**config.mk**
```make
export PLATFORM = sky130hd
export DESIGN_NAME = wmm_cell
export DESIGN_NICKNAME = d
export VERILOG_FILES = /design/src/design/wmm_pkg.sv /design/src/design/wmm_cell.sv
export SDC_FILE = /design/constraint.sdc
export NUM_CORES = 1
export LEC_CHECK = 0
export BUFFER_PORTS_ARGS = -buffer_cell sky130_fd_sc_hd__buf_4
export CORE_AREA = 2 2 58 60
export CTS_CLUSTER_SIZE = 24
export DETAILED_ROUTE_END_ITERATION = 16
export DIE_AREA = 0 0 60 62
export GPL_ROUTABILITY_DRIVEN = 1
export GPL_TIMING_DRIVEN = 0
export PLACE_DENSITY = 0.77
export SYNTH_ARGS = -nofsm -noshare
export SYNTH_HDL_FRONTEND = slang
export SYNTH_SLANG_ARGS = --single-unit
```
**constraint.sdc**
```tcl
create_clock -name clk -period 3.4 [get_ports clk]
set_clock_uncertainty 0.15 [all_clocks]
set_input_delay 0.17 -clock clk [delete_from_list [all_inputs] [get_ports clk]]
set_output_delay 0.17 -clock clk [all_outputs]
set_load 0.02 [all_outputs]
```
**src/design/wmm_pkg.sv**
```systemverilog
// package for the window median block: request types, cell link types,
// register indexes and reset constants
// no dependencies
package wmm_pkg;

  localparam int MAX_POINTS_DEF = 256;
  localparam int VAL_W          = 16;
  localparam int CNT_OUT_W      = 9;

  localparam logic signed [VAL_W-1:0] FILL_RST  = -16'sd3000;
  localparam logic signed [VAL_W-1:0] EMPTY_RST = -16'sd3000;
  localparam logic [CNT_OUT_W-1:0]    MISS_MAX  = 9'd511;

  typedef enum logic [1:0] {
    CFG_MISSING_AS_LOW = 2'd0,
    CFG_FILL_VALUE     = 2'd1,
    CFG_EMPTY_VALUE    = 2'd2
  } cfg_idx_t;

  typedef enum logic {
    ST_LOAD = 1'b0,
    ST_SEEK = 1'b1
  } state_t;

  typedef struct packed {
    logic signed [VAL_W-1:0] sample;
    logic                    is_missing;
    logic                    last;
  } in_req_t;

  typedef struct packed {
    logic signed [VAL_W-1:0] median;
    logic [CNT_OUT_W-1:0]    stored_count;
    logic [CNT_OUT_W-1:0]    missing_count;
    logic                    overflow;
  } out_req_t;

  typedef struct packed {
    logic                    ins;
    logic                    shift;
    logic                    clr;
    logic signed [VAL_W-1:0] ins_val;
  } cell_ctrl_t;

  typedef struct packed {
    logic                    valid;
    logic                    gt;
    logic signed [VAL_W-1:0] val;
  } cell_link_t;

endpackage

```
**src/design/wmm_cell.sv**
```systemverilog
// one cell of the sorting chain: holds one value, keeps the chain ascending
// on insert and shifts toward cell zero while the median is sought
// depends on wmm_pkg
module wmm_cell (
  input  logic                         clk,
  input  logic                         rst_n,
  input  wmm_pkg::cell_ctrl_t          ctrl,
  input  wmm_pkg::cell_link_t          prev,
  input  logic signed [wmm_pkg::VAL_W-1:0] next_val,
  output wmm_pkg::cell_link_t          link
);
  import wmm_pkg::*;

  logic                    valid_r, valid_nxt;
  logic signed [VAL_W-1:0] val_r, val_nxt;
  logic                    gt;

  assign gt = valid_r && (val_r > ctrl.ins_val);

  always_comb begin
    valid_nxt = valid_r;
    val_nxt   = val_r;
    if (ctrl.clr) begin
      valid_nxt = 1'b0;
    end else if (ctrl.ins) begin
      if (prev.gt) begin
        val_nxt   = prev.val;
        valid_nxt = 1'b1;
      end else if (prev.valid && (gt || !valid_r)) begin
        val_nxt   = ctrl.ins_val;
        valid_nxt = 1'b1;
      end
    end else if (ctrl.shift) begin
      val_nxt = next_val;
    end
  end

  always_ff @(posedge clk) begin
    if (!rst_n) begin
      valid_r <= 1'b0;
    end else begin
      valid_r <= valid_nxt;
    end
  end

  always_ff @(posedge clk) begin
    val_r <= val_nxt;
  end

  assign link.valid = valid_r;
  assign link.gt    = gt;
  assign link.val   = val_r;

endmodule

```
==> metrics.md, run 1 <==
| Metric | Value |
|---|---|
| Status | `completed` |
| Leakage | `0.000972 uW` |
| Inserted Diodes | `0` |
| Reg2Reg Setup Slack | `0.26 ns` |
| Pwr dens | `305 nW/um^2` |
| Global-route wire length before repair | `around 5200 microns` |
| Synth area leader | `edfxtp_1` |
| Reg2Reg Launch Point | `val_r[15]$_DFFE_PP_` |
| Die X | `roughly 60 microns` |
| Post-synthesis cell type count | `26` |
| Core area | `~3200 sq um` |
| Top-count cell post-synth | `a21oi_1` |
| Antenna violations before repair | `0` |
| Max-slew violations | `0` |
| Num Clock Sinks | `17` |
| Post-synth top area share | `0.369` |
| Via total after detailed routing | `between 1000 and 1500` |
| CP Max Fanout | `16` |
| Tot Pwr | `589 uW` |
| I/O pin total | `73` |
| H-tree levels | `1` |
| Crit Path Category | `reg -> reg` |
| Post-synth EDFFs | `16` |
| Buffers on Ports | `70` |
| Worst reg2reg endpoint | `val_r[0]$_DFFE_PP_` |
| Slew margin rel. | `0.510` |
| Gate Count Post-Synth | `141` |
| Sw frac | `0.310` |
| Synthesized cell area | `around 1300 sq um` |
| Critical path arrival | `between 2 and 3 ns` |
| Setup_tns | `0 ns` |
| Worst Setup Start Kind | `register` |
| Period minus WS final | `approximately 3.1 ns` |
| RSZ-0062 raised after global routing | `false` |
| Hold path start | `next_val[2]` |
| Clock network power share | `0.192` |
| Die area | `roughly 3700 sq um` |
| Worst R2R Path Depth | `6` |
| Clock transition at path regs | `roughly 0.11 ns` |
| Internal power | `around 410 uW` |
| Total Wirelength | `3340 microns` |
| Synth area leaders | `edfxtp_1 37%, ha_1 15%, mux2i_1 12%` |
| Critical path buffer and inverter count | `0` |
| Synth top cells by count | `22 x a21oi_1, 20 x nor2_1, 19 x inv_1` |
| Avg Synthesized Cell Area | `about 9 sq um` |
| CTS tree | `done` |
| Synth Flop Type | `edfxtp_1` |
| Critical Path, Cell by Cell | `ha_1 -> nand4_1 -> or3_1 -> or4_1 -> o211ai_1 -> a41o_1` |
| MaxCap Viol Count | `0` |
| Sequential share of power | `0.450` |
| CP top delay family | `simple AND/OR/NAND/NOR gates` |
| Worst hold path depth | `3` |
| Share of cells above drive strength 1 | `0.350` |
| Grt total ovfl | `0` |
| Global-route usage over all layers | `0.191` |
| Fin. Hold Viols | `0` |
| TritonCTS buffer count | `3` |
| Register area share after synthesis | `0.385` |
| #FFs+latches synth | `17` |
| Vert. Die Dim | `62 microns` |
| Final worst-path cycle share | `0.924` |
| Clk root buf | `clkbuf_4` |
| # nets final | `289` |
| Worst skew pair latency | `0.30 ns` |
| Initial drt markers | `42` |
| Ys async rst share | `0` |
| Slowest-stage cell, CP | `a41o_1` |
| Vias per cell | `4.88` |
| P_sw | `183 uW` |
| FILL cells | `a little under 300` |
| Worst slew pin tran | `0.735 ns` |
| Top achievable clock speed | `318 MHz` |
| Endpoint, Worst Hold | `val_r[2]$_DFFE_PP_` |
| Setup violators final | `0` |
| Largest net degree at the start of global routing | `17` |
| Initial DRT Pass Iterations | `6` |
| Hpwl dp | `~2700 microns` |
| CP Capture Type | `register` |
| Worst IR drop on VDD | `~0.00019 V` |
| Hold WC Path Type | `in -> reg` |
| Vias in the first global route | `1216` |
| Req. time, crit path | `~3.2 ns` |
| Yosys warns | `0` |
| Starting Density | `0.409` |
| Syn Nets | `212` |
| Routed Antenna Nets | `0` |
| Wire per inst | `roughly 13 microns` |
| FP Rows | `21` |
| CTS resizes | `0` |
| Combinational fraction of design power | `0.358` |
| Final GP Congestion | `0.850` |
| Area grow syn2layout | `48.4%` |
| Drc violations | `0` |
| CTS max path bufs | `2` |
| Slowest stage delay, CP | `~0.7 ns` |
[cell families (layout without fill, tap and decap cells)]
family,Yosys count,after routing,synth area share
buffers and inverters,27,103,0.0846
AND/OR/NAND/NOR,35,35,0.121
adder cells (fa/ha/maj),16,16,0.154
flip-flops,17,17,0.385
AO/OA/AOI/OAI,30,30,0.133
multiplexers,16,16,0.123
[layout by cell type (no fill, tap or decap), types with 2 or more instances in the layout]
cell | synthesis | layout
clkbuf_1 | 5 | 6
inv_1 | 19 | 19
dlygate4sd3_1 | 0 | 2
clkbuf_4 | 0 | 3
ha_1 | 16 | 16
a211oi_1 | 2 | 2
or3_1 | 2 | 2
a21oi_1 | 22 | 22
nand2_1 | 4 | 4
edfxtp_1 | 16 | 16
buf_4 | 2 | 72
nand4_1 | 2 | 2
nor3_1 | 2 | 2
nor2_1 | 20 | 20
mux2i_1 | 16 | 16
[timing repair]
action / in CTS / in global routing
hold endpoints to repair: 1 / 0
hold buffers: 2 / 0
buffers inserted: 0 / 0
[state kept, by name (all words and copies together) (netlist names)]
| signal | cells |
|---|---|
| val_r | 16 |
| valid_r | 1 |
[power by group through the flow]
stage                     sequential (uW)  clock [uW]  combinational [uW]
after floorplan                       290           0                87.9
after global placement                269           0                 206
after detailed placement              270           0                 210
after CTS                             265         118                 213
after global routing                  267         129                 234
final                                 265         113                 211
[layout make-up]
cell class,count,area (sq um),area share
multi-input cells,97,691,0.358
repair buffers,72,546,0.283
inverters,19,71.3,0.0369
clock buffers,4,26.3,0.0136
well taps,46,57.6,0.0298
flip-flops and latches,17,500,0.259
plain buffers,8,38.8,0.0201
[worst register-to-register path, cell delays in order, from the launching register on]
cell	delay (ns)
edfxtp_1	0.42
ha_1	0.32
nand4_1	0.12
or3_1	0.41
or4_1	0.53
o211ai_1	0.14
a41o_1	0.70
[how the worst max path moves through the flow]
stage	cells past startpoint	slack [ns]	end	start
2_1_floorplan	6	0.45	val_r[0]$_DFFE_PP_	val_r[15]$_DFFE_PP_
3_3_place_gp	6	0.27	val_r[8]$_DFFE_PP_	val_r[14]$_DFFE_PP_
3_5_place_dp	6	0.26	val_r[13]$_DFFE_PP_	val_r[15]$_DFFE_PP_
5_1_grt	6	0.06	val_r[5]$_DFFE_PP_	val_r[15]$_DFFE_PP_
6_report	6	0.26	val_r[0]$_DFFE_PP_	val_r[15]$_DFFE_PP_
4_1_cts	6	0.24	val_r[5]$_DFFE_PP_	val_r[15]$_DFFE_PP_
[stage by stage]
stage	instances	cell area [sq um]	hold WS [ns]	utilization	setup WS, ns
4_1_cts	263	1930	0.0271	0.607	0.238
2_1_floorplan	141	1300	0.0961	-	0.451
6_report	263	1930	0.0390	0.607	0.258
3_5_place_dp	257	1880	0.207	0.593	0.256
5_1_grt	263	1930	0.0304	0.607	0.0563
3_3_place_gp	257	1880	0.209	0.593	0.270
[per-layer routing]
metal | global-route usage | wire length, microns
met5 | 0 | 0
met4 | 0.0794 | 52
met3 | 0.0476 | 324
met2 | 0.328 | 1540
met1 | 0.229 | 1420
Note: power is estimated with default switching activity, not from simulation.
==> run 2, diff against run 1 <==
==> constraint.sdc (replaced) <==
create_clock -name clk -period 3.4 [get_ports clk]
set_clock_uncertainty 0.15 [all_clocks]
set_input_delay 0.68 -clock clk [delete_from_list [all_inputs] [get_ports clk]]
set_output_delay 0.68 -clock clk [all_outputs]
set_load 0.02 [all_outputs]
==> run 2 against run 1 <==
The run now ends with negative setup slack left. Final area up 4.1%. Combinational power up 7%. Clock power about the same. Clock-buffer cell count unchanged. Register-to-register slack better by 0.16 ns. Wire length up 4.6%. Sequential share of layout area down 1.0 points. Hold slack better by 0.35 ns. Global-route usage up 1.0 points. Via count up 2.3%.
==> metrics.md, run 2 (synthesized netlist as in run 1, its figures left out) <==
| Metric | Value |
|---|---|
| Hpwl dp | `2730 microns (unchanged)` |
| Area grow syn2layout | `54.5%` |
| Worst IR drop on VDD | `0.000195 V (+3.5%)` |
| Vias per cell | `4.94 (+1.1%)` |
| Die area | `3720 sq um (unchanged)` |
| Worst skew pair latency | `0.30 ns (about the same)` |
| Req. time, crit path | `2.57 ns (-0.62 ns)` |
| Largest net degree at the start of global routing | `17 (unchanged)` |
| Clk root buf | `clkbuf_4` |
| Vias in the first global route | `1278 (+5.1%)` |
| Routed Antenna Nets | `0 (unchanged)` |
| FP Rows | `21 (unchanged)` |
| Critical path arrival | `2.57 ns (-0.36 ns)` |
| Die X | `60 microns (unchanged)` |
| CP Max Fanout | `2 (-14)` |
| TritonCTS buffer count | `3 (unchanged)` |
| Worst slew pin tran | `0.569 ns (-0.166 ns)` |
| Num Clock Sinks | `17 (unchanged)` |
| Vert. Die Dim | `62 microns (unchanged)` |
| Clock transition at path regs | `0.10 ns (about the same)` |
| Top achievable clock speed | `294 MHz (-7.6%)` |
| Total Wirelength | `3500 microns (+4.6%)` |
| Period minus WS final | `3.40 ns (+0.259 ns)` |
| # nets final | `292 (+1.0%)` |
| Wire per inst | `13.1 microns (+3.4%)` |
| Worst Setup Start Kind | `input port` |
| Most frequent cells in the layout | `76 x buf_4, 22 x a21oi_1, 20 x nor2_1` |
| CP Capture Type | `output port` |
| WHS | `0.389 ns (+0.350 ns)` |
| Core area | `3180 sq um (unchanged)` |
| Crit Path Category | `in -> out` |
| Leakage | `0.000980 uW (+0.83%)` |
| Dpl cells | `257 (unchanged)` |
| Initial drt markers | `38 (-9.5%)` |
| Top reg by flops | `val_r` |
| Grt total ovfl | `0 (unchanged)` |
| Initial DRT Pass Iterations | `4 (-2)` |
| Final WS setup | `-0.000718 ns (-0.259 ns)` |
| Hold path start | `valid_r$_SDFFE_PP0P_` |
| Via total after detailed routing | `1313 (+2.3%)` |
| I/O pin total | `73 (unchanged)` |
| Top Registers | `val_r: 16 flops, valid_r: 1 flops` |
| Max reg flops | `16 (unchanged)` |
| Tot Pwr | `608 uW (+3.3%)` |
| Pwr dens | `302 nW/um^2 (-0.85%)` |
| Violated checks | `negative setup slack` |
| Slew margin rel. | `0.620 (+0.110)` |
| Buffers on Ports | `70 (unchanged)` |
| CTS max path bufs | `2 (unchanged)` |
| Starting Density | `0.409 (unchanged)` |
| Share of cells above drive strength 1 | `0.414 (+0.0634)` |
| Inserted Diodes | `0 (unchanged)` |
| Status | `finished with violations` |
| Final GP Congestion | `0.850 (unchanged)` |
| Drc violations | `0 (unchanged)` |
| Final worst-path cycle share | `1.00 (+0.0762)` |
| CTS tree | `done` |
| H-tree levels | `1 (unchanged)` |
| Antenna violations before repair | `0 (unchanged)` |
| Reg2Reg Launch Point | `val_r[15]$_DFFE_PP_` |
| Setup violators final | `1 (+1)` |
| Global-route usage over all layers | `0.201 (+0.0105)` |
| RSZ-0062 raised after global routing | `true` |
| Crit path launch | `ctrl[14]` |
| MaxCap Viol Count | `0 (unchanged)` |
| DP Worst Slack | `-0.135 ns (-0.391 ns)` |
| FILL cells | `285 (-3.7%)` |
| Cell Count, Final, Fillers Out | `266 (+1.1%)` |
| Fin. Hold Viols | `0 (unchanged)` |
| Hold WC Path Type | `reg -> reg` |
| Global-route wire length before repair | `5540 microns (+5.8%)` |
| # hold bufs at CTS | `0 (-2)` |
| Commonest non-fill, non-tap cell in the layout | `buf_4` |
| Max-slew violations | `0 (unchanged)` |
run 2: metal layers:
metal  vias up  share of wire  track usage
li1        656              -            -
met5         -              0            0
met2        63           0.47        0.356
met4         0          0.017       0.0794
met1       587           0.42        0.236
met3         7          0.095       0.0497
run 2: final timing paths:
check             cells after the start  slack, ns                   end
setup / recovery                      9    -0.0007              link[16]
hold / removal                        2       0.39  valid_r$_SDFFE_PP0P_
setup reg to reg                      7       0.42    val_r[6]$_DFFE_PP_
hold reg to reg                       2       0.39  valid_r$_SDFFE_PP0P_
run 2: per-stage QoR:
stage	TNS, ns	util	cell area (sq um)
after floorplan	0	-	1300
after global placement	-2.02	0.593	1880
after detailed placement	-2.28	0.593	1880
after CTS	0	0.632	2010
after global routing	-0.105	0.632	2010
final	-0.000718	0.632	2010
run 2: cell type report:
class                   instances  area (sq um)  share of cell area
multi-input cells              97           749               0.373
well taps                      46          57.6              0.0286
repair buffers                 76           574               0.286
clock buffers                   4          26.3              0.0131
inverters                      19          71.3              0.0355
flip-flops and latches         17           500               0.249
plain buffers                   7          31.3              0.0156
run 2: report_power, final:
| group | internal, uW | total, uW | switching (uW) |
|---|---|---|---|
| Combinational | 116 | 226 | 110 |
| Sequential | 254 | 267 | 12.9 |
| Clock | 45.7 | 115 | 69.2 |
| Total | 416 | 608 | 192 |
run 2: critical path, cell delays in order:
cell and delay (ns):
buf_4 0.09, inv_1 0.06, ha_4 0.26, nand4_1 0.12, or3_4 0.35, or4_1 0.50
o211ai_1 0.15, and3_1 0.23, buf_6 0.12
run 2: timing repair:
item | in CTS | in global routing
buffers inserted | 6 | 0
resized for setup | 9 | 2
pin swaps | 8 | 2
hold endpoints to repair | 0 | 0
gates cloned | 0 | 0
setup endpoints to repair | 1 | 17
